===== src/hw/rtl/strm_pkg.sv =====
// Shared types, constants and helper functions for the sparse-table
// range-minimum engine. No dependencies; imported by strm_build and the top level.
package strm_pkg;

  // Fixed field widths of the item and result channels
  localparam int MODE_W   = 2;
  localparam int INDEX_W  = 10;
  localparam int VALUE_W  = 16;
  localparam int RANGE_W  = 10;
  localparam int POS_W    = 10;
  localparam int STATUS_W = 2;
  localparam int CFG_W    = 11;

  // Default sizing
  localparam int DEF_MAX_ENTRIES = 1024;
  localparam int DEF_VALUE_BITS  = 16;
  localparam int DEF_LOG_LEVELS  = 11;

  localparam logic [CFG_W-1:0] TOUR_LENGTH_RESET = 11'd1024;

  // Item modes
  localparam logic [MODE_W-1:0] MODE_LOAD  = 2'd0;
  localparam logic [MODE_W-1:0] MODE_BUILD = 2'd1;
  localparam logic [MODE_W-1:0] MODE_QUERY = 2'd2;

  // Result kinds
  localparam logic KIND_BUILD = 1'b0;
  localparam logic KIND_QUERY = 1'b1;

  // Result status codes
  localparam logic [STATUS_W-1:0] STAT_OK        = 2'd0;
  localparam logic [STATUS_W-1:0] STAT_BAD_RANGE = 2'd1;
  localparam logic [STATUS_W-1:0] STAT_NOT_BUILT = 2'd2;

  // Top-level item sequencer
  typedef enum logic [2:0] {
    TS_IDLE,
    TS_BUILD,
    TS_Q_CHECK,
    TS_Q_TABLE,
    TS_Q_VALUE,
    TS_Q_COMPARE,
    TS_RESULT
  } top_state_t;

  // Table build sequencer
  typedef enum logic [2:0] {
    BL_IDLE,
    BL_LEVEL0,
    BL_ISSUE,
    BL_DRAIN,
    BL_DONE
  } bld_state_t;

  // Build engine status toward the top level
  typedef struct packed {
    logic busy;
    logic done;
  } bld_stat_t;

  // Index of the highest set bit; zero for zero
  function automatic logic [4:0] floor_log2(input logic [31:0] x);
    logic [4:0] r;
    r = 5'd0;
    for (int b = 0; b < 32; b++) begin
      if (x[b]) begin
        r = 5'(b);
      end
    end
    return r;
  endfunction

endpackage


===== src/hw/rtl/strm_build.sv =====
// Table build engine: walks the doubling table level by level through a
// three-stage read/read/write pipeline. Depends on strm_pkg.
module strm_build #(
  parameter int MAX_ENTRIES = strm_pkg::DEF_MAX_ENTRIES,
  parameter int LOG_LEVELS  = strm_pkg::DEF_LOG_LEVELS,
  parameter int VALUE_BITS  = strm_pkg::DEF_VALUE_BITS
) (
  input  logic                                   clk,
  input  logic                                   rst,
  input  logic                                   start,
  input  logic [$clog2(MAX_ENTRIES+1)-1:0]       len,
  output strm_pkg::bld_stat_t                    stat,
  output logic                                   tbl_we,
  output logic [$clog2(MAX_ENTRIES*LOG_LEVELS)-1:0] tbl_waddr,
  output logic [$clog2(MAX_ENTRIES)-1:0]         tbl_wdata,
  output logic [$clog2(MAX_ENTRIES*LOG_LEVELS)-1:0] tbl_raddr0,
  output logic [$clog2(MAX_ENTRIES*LOG_LEVELS)-1:0] tbl_raddr1,
  input  logic [$clog2(MAX_ENTRIES)-1:0]         tbl_rdata0,
  input  logic [$clog2(MAX_ENTRIES)-1:0]         tbl_rdata1,
  output logic [$clog2(MAX_ENTRIES)-1:0]         val_raddr0,
  output logic [$clog2(MAX_ENTRIES)-1:0]         val_raddr1,
  input  logic [VALUE_BITS-1:0]                  val_rdata0,
  input  logic [VALUE_BITS-1:0]                  val_rdata1
);
  import strm_pkg::*;

  localparam int POS_BITS = $clog2(MAX_ENTRIES);
  localparam int LEN_BITS = $clog2(MAX_ENTRIES + 1);
  localparam int TBL_AW   = $clog2(MAX_ENTRIES * LOG_LEVELS);
  localparam int LVL_BITS = $clog2(LOG_LEVELS);

  bld_state_t state, state_next;

  logic [POS_BITS-1:0] i;
  logic [POS_BITS-1:0] lim;        // last start position of this level
  logic [LVL_BITS-1:0] lvl;
  logic [LEN_BITS:0]   span;       // 2^lvl
  logic [TBL_AW-1:0]   rd_base;    // row base of level lvl-1
  logic [TBL_AW-1:0]   wr_base;    // row base of level lvl

  // pipeline: stage 1 holds table read data, stage 2 value read data
  logic                v1, v2;
  logic [TBL_AW-1:0]   w1addr, w2addr;
  logic [POS_BITS-1:0] pa, pb;

  logic [LEN_BITS:0]   nxt_span;
  logic                more;
  logic                at_lim;
  logic                empty;
  logic                adv;
  logic [POS_BITS-1:0] half;

  // level bookkeeping
  always_comb begin
    nxt_span = span << 1;
    more     = (32'(lvl) + 1 < LOG_LEVELS) && (nxt_span <= (LEN_BITS+1)'(len));
    at_lim   = (i == lim);
    empty    = !v1 && !v2;
    adv      = more && (((state == BL_LEVEL0) && at_lim) || ((state == BL_DRAIN) && empty));
    half     = POS_BITS'(span >> 1);
  end

  // next state
  always_comb begin
    state_next = state;
    unique case (state)
      BL_IDLE: begin
        if (start) begin
          state_next = (len == '0) ? BL_DONE : BL_LEVEL0;
        end
      end
      BL_LEVEL0: begin
        if (at_lim) begin
          state_next = more ? BL_ISSUE : BL_DONE;
        end
      end
      BL_ISSUE: begin
        if (at_lim) begin
          state_next = BL_DRAIN;
        end
      end
      BL_DRAIN: begin
        if (empty) begin
          state_next = more ? BL_ISSUE : BL_DONE;
        end
      end
      BL_DONE: state_next = BL_IDLE;
      default: state_next = BL_IDLE;
    endcase
  end

  // memory ports and status
  always_comb begin
    stat.busy  = (state != BL_IDLE);
    stat.done  = (state == BL_DONE);
    tbl_raddr0 = rd_base + TBL_AW'(i);
    tbl_raddr1 = rd_base + TBL_AW'(i) + TBL_AW'(half);
    val_raddr0 = tbl_rdata0;
    val_raddr1 = tbl_rdata1;
    tbl_we     = (state == BL_LEVEL0) || v2;
    if (v2) begin
      tbl_waddr = w2addr;
      // right half wins on equal values
      tbl_wdata = (val_rdata0 < val_rdata1) ? pa : pb;
    end else begin
      tbl_waddr = wr_base + TBL_AW'(i);
      tbl_wdata = i;
    end
  end

  // control registers
  always_ff @(posedge clk) begin
    if (rst) begin
      state <= BL_IDLE;
      v1    <= 1'b0;
      v2    <= 1'b0;
    end else begin
      state <= state_next;
      v1    <= (state == BL_ISSUE);
      v2    <= v1;
    end
  end

  // sweep counters and pipeline payload
  always_ff @(posedge clk) begin
    if ((state == BL_IDLE) && start) begin
      i       <= '0;
      lvl     <= '0;
      span    <= (LEN_BITS+1)'(1);
      rd_base <= '0;
      wr_base <= '0;
      lim     <= POS_BITS'(len - LEN_BITS'(1));
    end else if (adv) begin
      i       <= '0;
      lvl     <= lvl + LVL_BITS'(1);
      span    <= nxt_span;
      rd_base <= wr_base;
      wr_base <= wr_base + TBL_AW'(MAX_ENTRIES);
      lim     <= POS_BITS'(len - LEN_BITS'(nxt_span));
    end else if (((state == BL_LEVEL0) || (state == BL_ISSUE)) && !at_lim) begin
      i <= i + POS_BITS'(1);
    end
    w1addr <= wr_base + TBL_AW'(i);
    w2addr <= w1addr;
    pa     <= tbl_rdata0;
    pb     <= tbl_rdata1;
  end

`ifndef ASSERT_OFF
  a_start_idle: assert property (@(posedge clk) disable iff (rst)
    start |-> state == BL_IDLE)
    else $error("build started while busy");

  a_idle_empty: assert property (@(posedge clk) disable iff (rst)
    state == BL_IDLE |-> !v1 && !v2)
    else $error("build pipeline not empty at idle");

  a_level0_no_pipe: assert property (@(posedge clk) disable iff (rst)
    state == BL_LEVEL0 |-> !v2)
    else $error("table write port contention in level 0");
`endif

endmodule


===== config.mk =====
export PLATFORM = sky130hd
export DESIGN_NAME = strm_build
export DESIGN_NICKNAME = d
export VERILOG_FILES = /design/src/hw/rtl/strm_pkg.sv /design/src/hw/rtl/strm_build.sv
export SDC_FILE = /design/constraint.sdc
export NUM_CORES = 1
export LEC_CHECK = 0
export BUFFER_PORTS_ARGS = -buffer_cell sky130_fd_sc_hd__buf_2
export CORE_MARGIN = 5
export CORE_UTILIZATION = 48
export CTS_CLUSTER_DIAMETER = 100
export DETAILED_ROUTE_END_ITERATION = 8
export HOLD_SLACK_MARGIN = 0.12
export PLACE_DENSITY = 0.77
export RECOVER_POWER = 50
export SYNTH_ARGS = -nofsm -noshare
export SYNTH_HDL_FRONTEND = slang
export SYNTH_SLANG_ARGS = --single-unit

===== constraint.sdc =====
create_clock -name clk -period 2.4 [get_ports clk]
set_input_delay 0.12 -clock clk [delete_from_list [all_inputs] [get_ports clk]]
set_output_delay 0.12 -clock clk [all_outputs]
set_load 0.05 [all_outputs]

==> summary.md <==
| Metric | Value |
|---|---|
| Result of the run | complete, but fails checks |
| Failing checks | setup timing |
| Rel. slew slack | 56.58% |
| CTS tree | built |
| Setup slack of the critical path after layout | -0.1860 ns |
| Total nets after synthesis | 707 |
| Share of cells above drive strength 1 | 33.29% |
| Port Buffer Count | 140 |
| DRT Wirelength | 17.64 mm |
| Setup violators final | 32 |
| Critical Path Source Type | flip-flop |
| Maximum buffer depth of the clock tree | 2 |
| Number of antenna violations at the first check in global routing | 0 |
| Boundary Pins | 141 |
| Class of the most critical setup path | flip-flop to primary output |
| Clock period minus final worst setup slack | 2.586 ns |
| Worst IR Drop VDD | 396.1 uV |
| Sum of net half-perimeters after detailed placement | 12.13 mm |
| Height of the chip | 115.9 um |
| Highest achievable clock rate | 0.3867 GHz |
| Root buffer selected by CTS | sky130_fd_sc_hd__clkbuf_16 |
| Number of antenna repair diodes | 0 |
| Placed cell count | 895 |
| Synth top area share | 32.01% |
| Portion of the post-synthesis area used by sequential elements | 37.59% |
| Routed Antenna Nets | 0 |
| Yosys reg bits | 96 |
| Setup TNS Final | -1.705 ns |
| 1st-iter DRT viols | 372 |
| Worst slack, placed | -0.09646 ns |
| RSZ-0062 raised after global routing | true |
| Comb power frac | 38.3% |
| Startpoint of the most critical setup path | i[6] |
| Weighted congestion reported at the end of routability-driven placement | 0.9106 |
| Netlist cell types | 56 |
| Overflow left after global routing | 0 |
| Inserted Clock Buffers | 9 |
| Final #Nets | 915 |
| Worst min path class | primary input to flip-flop |
| Count of cells along the worst register-to-register path | 8 |
| Final Cycle Share | 107.7% |
| Cell accounting for the most synthesized area | sky130_fd_sc_hd__dfxtp_1 |
| Mean post-synth cell area | 9.071 um^2 |
| Die ar. | 0.01342 mm^2 |
| Die boundary width | 115.9 um |
| Post-layout util | 70.88% |
| Global-route wire length before repair | 25.65 mm |
| P&R area growth vs syn | 44.10% |
| Cell Pwr Density | 769.1 mW/mm^2 |
| Internal power consumption | 0.003740 W |
| Endpoint arrival time on the critical path | 2.47 ns |
| All-layer global routing usage | 24.24% |
| Number of sinks driven by the clock tree | 96 |
| Share of flip-flops with an asynchronous set or reset after synthesis | 0% |
| Detail-routed via count per cell | 5.632 |
| Reg2reg setup slack | -0.12 ns |
| Net switching power figure | 0.002222 W |
| Launch point of the worst reg-to-reg path | i[2] |
| Initial core utilization | 49.19% |
| Clk slew on worst S/H paths | 0.07 ns |
| Leakage dissipation | 3.445 nW |
| Number of flops mapped to enable cells by yosys | 10 |
| Sequential fraction of design power | 34.2% |
| Transition time at the pin with the least slew margin | 0.6541 ns |
| Clock network fraction of total power | 27.4% |
| Total vias in the final route | 5322 |
| Number of standard cells in the final layout excluding fillers | 945 |
| Biggest fanout along the worst timing path | 2 |
| Gate count after technology mapping | 593 |
| Timing endpoint of the critical path | tbl_raddr1[13] |
| Detailed-route wire length per cell | 18.66 um |
| Synth Cell Area | 0.005379 mm^2 |
| Final Max Slew Viols | 0 |
| Number of global-route vias before repair | 5334 |
| Fraction of power spent switching nets | 37.27% |
| Primary FF master, synth | sky130_fd_sc_hd__dfxtp_1 |
| Final clock skew | 0.007725 ns |
| Maximum level of the CTS H-tree | 3 |
| Kind of capture point of the worst setup path | primary output |
| Core region area | 0.01094 mm^2 |
| Largest net degree at the start of global routing | 41 |
| Required arrival time at the worst endpoint | 2.28 ns |
| Biggest area contributors in the synthesized netlist | sky130_fd_sc_hd__dfxtp_1, sky130_fd_sc_hd__ha_1, sky130_fd_sc_hd__edfxtp_1 |
| Count of max-cap constraint violations | 0 |
| Reg2reg end | lvl[1] |
| Std-Cell Rows | 38 |
| Number of synthesis warnings | 0 |
| Number of filler cells placed in the layout | 764 |
| Final hold violations | 0 |
| DR pass1 iterations | 7 |
| Later-pin clock latency in the skew report | 0.34 ns |
| Remaining design rule violation count | 0 |
[per-stage QoR]
stage	power [W]	instance area (um^2)	hold slack, ns
after floorplan	0.003513	5524	0.1477
after global placement	0.004037	6665	0.2328
after detailed placement	0.004115	6665	0.2360
after CTS	0.005886	7557	0.2079
after global routing	0.006225	7751	0.2496
final	0.005962	7751	0.2261
[timing repair]
| item | CTS | global route |
|---|---|---|
| setup buffers | 10 | 6 |
| hold buffers | 21 | 0 |
| cloned | 1 | 0 |
| resized for setup | 62 | 50 |
| hold endpoints to repair | 24 | 0 |
| pin swaps | 20 | 24 |
| endpoints found under the setup margin | 25 | 61 |
[power groups by stage]
stage          clock network [W]  registers [W]  logic (W)
6_report                 0.00164        0.00204    0.00229
3_5_place_dp                   0        0.00205    0.00206
4_1_cts                  0.00166        0.00203    0.00220
2_1_floorplan                  0        0.00207    0.00144
5_1_grt                  0.00173        0.00206    0.00243
3_3_place_gp                   0        0.00204    0.00200
[flip-flops by register name, indices dropped and copies added (netlist names)]
name,flops
pb,10
state,3
v1,1
wr_base,4
lvl,4
v2,1
rd_base,4
w2addr,14
w1addr,14
span,11
pa,10
lim,10
i,10
[Yosys cell counts (11+ instances only)]
master and instances:
sky130_fd_sc_hd__a21o_1 16, sky130_fd_sc_hd__a21oi_1 24, sky130_fd_sc_hd__buf_4 21, sky130_fd_sc_hd__clkbuf_1 20, sky130_fd_sc_hd__dfxtp_1 86, sky130_fd_sc_hd__ha_1 46
sky130_fd_sc_hd__inv_1 46, sky130_fd_sc_hd__mux2i_1 20, sky130_fd_sc_hd__nand2_1 56, sky130_fd_sc_hd__nand3_1 15, sky130_fd_sc_hd__nand4_1 12, sky130_fd_sc_hd__nor2_1 21
sky130_fd_sc_hd__nor2b_1 14, sky130_fd_sc_hd__nor3_1 28, sky130_fd_sc_hd__o21ai_0 11, sky130_fd_sc_hd__o21ai_1 11, sky130_fd_sc_hd__xnor2_1 25, sky130_fd_sc_hd__xor2_1 13
[worst max-delay path, stage by stage (launching register included)]
cell	delay, ns
sky130_fd_sc_hd__dfxtp_4	0.36
sky130_fd_sc_hd__ha_4	0.24
sky130_fd_sc_hd__and2_4	0.14
sky130_fd_sc_hd__or4_4	0.42
sky130_fd_sc_hd__o21bai_4	0.21
sky130_fd_sc_hd__a311oi_4	0.31
sky130_fd_sc_hd__nor2_2	0.13
sky130_fd_sc_hd__xor2_4	0.17
sky130_fd_sc_hd__buf_6	0.16
[layout by cell type, fill, tap and decap left out, drive strengths merged, types with 13 or more instances in the layout]
master,synthesis,layout
a21o,16,16
a21oi,24,24
buf,23,169
clkbuf,20,59
dfxtp,86,86
dlygate4sd3,0,21
ha,46,46
inv,48,51
mux2i,20,20
nand2,56,56
nand3,15,15
nand4,13,13
nor2,21,21
nor2b,14,14
nor3,29,29
o21ai,22,22
xnor2,25,25
xor2,13,13
[layout make-up]
| cell class | instances | area (um^2) | share of cell area, % |
|---|---|---|---|
| Clock buffer | 9 | 225.2 | 2.906 |
| Clock inverter | 6 | 113.9 | 1.469 |
| Inverter | 48 | 180.2 | 2.324 |
| Multi-Input combinational cell | 406 | 3413 | 44.04 |
| Sequential cell | 96 | 2053 | 26.49 |
| Tap cell | 140 | 175.2 | 2.260 |
| Timing Repair Buffer | 240 | 1590 | 20.52 |
[cells by family after synthesis]
kind of cell,share of synthesized area [%]
xor gates and xnor gates,6.188
and+or+nand+nor,18.14
AOI/OAI and AO/OA,14.10
adders and majority gates,11.44
DFF,37.59
muxes,4.559
buffers and inverters,7.979
[how the worst min path moves through the flow]
| stage | end | depth (start not counted) | slack (ns) | startpoint |
|---|---|---|---|---|
| finish | lim[0] | 3 | 0.23 | len[0] |
| global route | lim[0] | 3 | 0.25 | len[0] |
| CTS | lim[0] | 3 | 0.21 | len[0] |
| detailed placement | pb[0] | 1 | 0.24 | tbl_rdata1[0] |
| global placement | pa[0] | 1 | 0.23 | tbl_rdata0[0] |
| floorplan | pa[0] | 0 | 0.15 | tbl_rdata0[0] |
[routing by layer]
metal  up-vias  track usage [%]  wire length [um]
li1       2481                -                 -
met1      2494            26.63              6680
met2       276            43.81              8776
met3        71            5.065              1458
met4         0            12.53               720
met5         -                0                 0
Power figures use the tool's default switching activity.
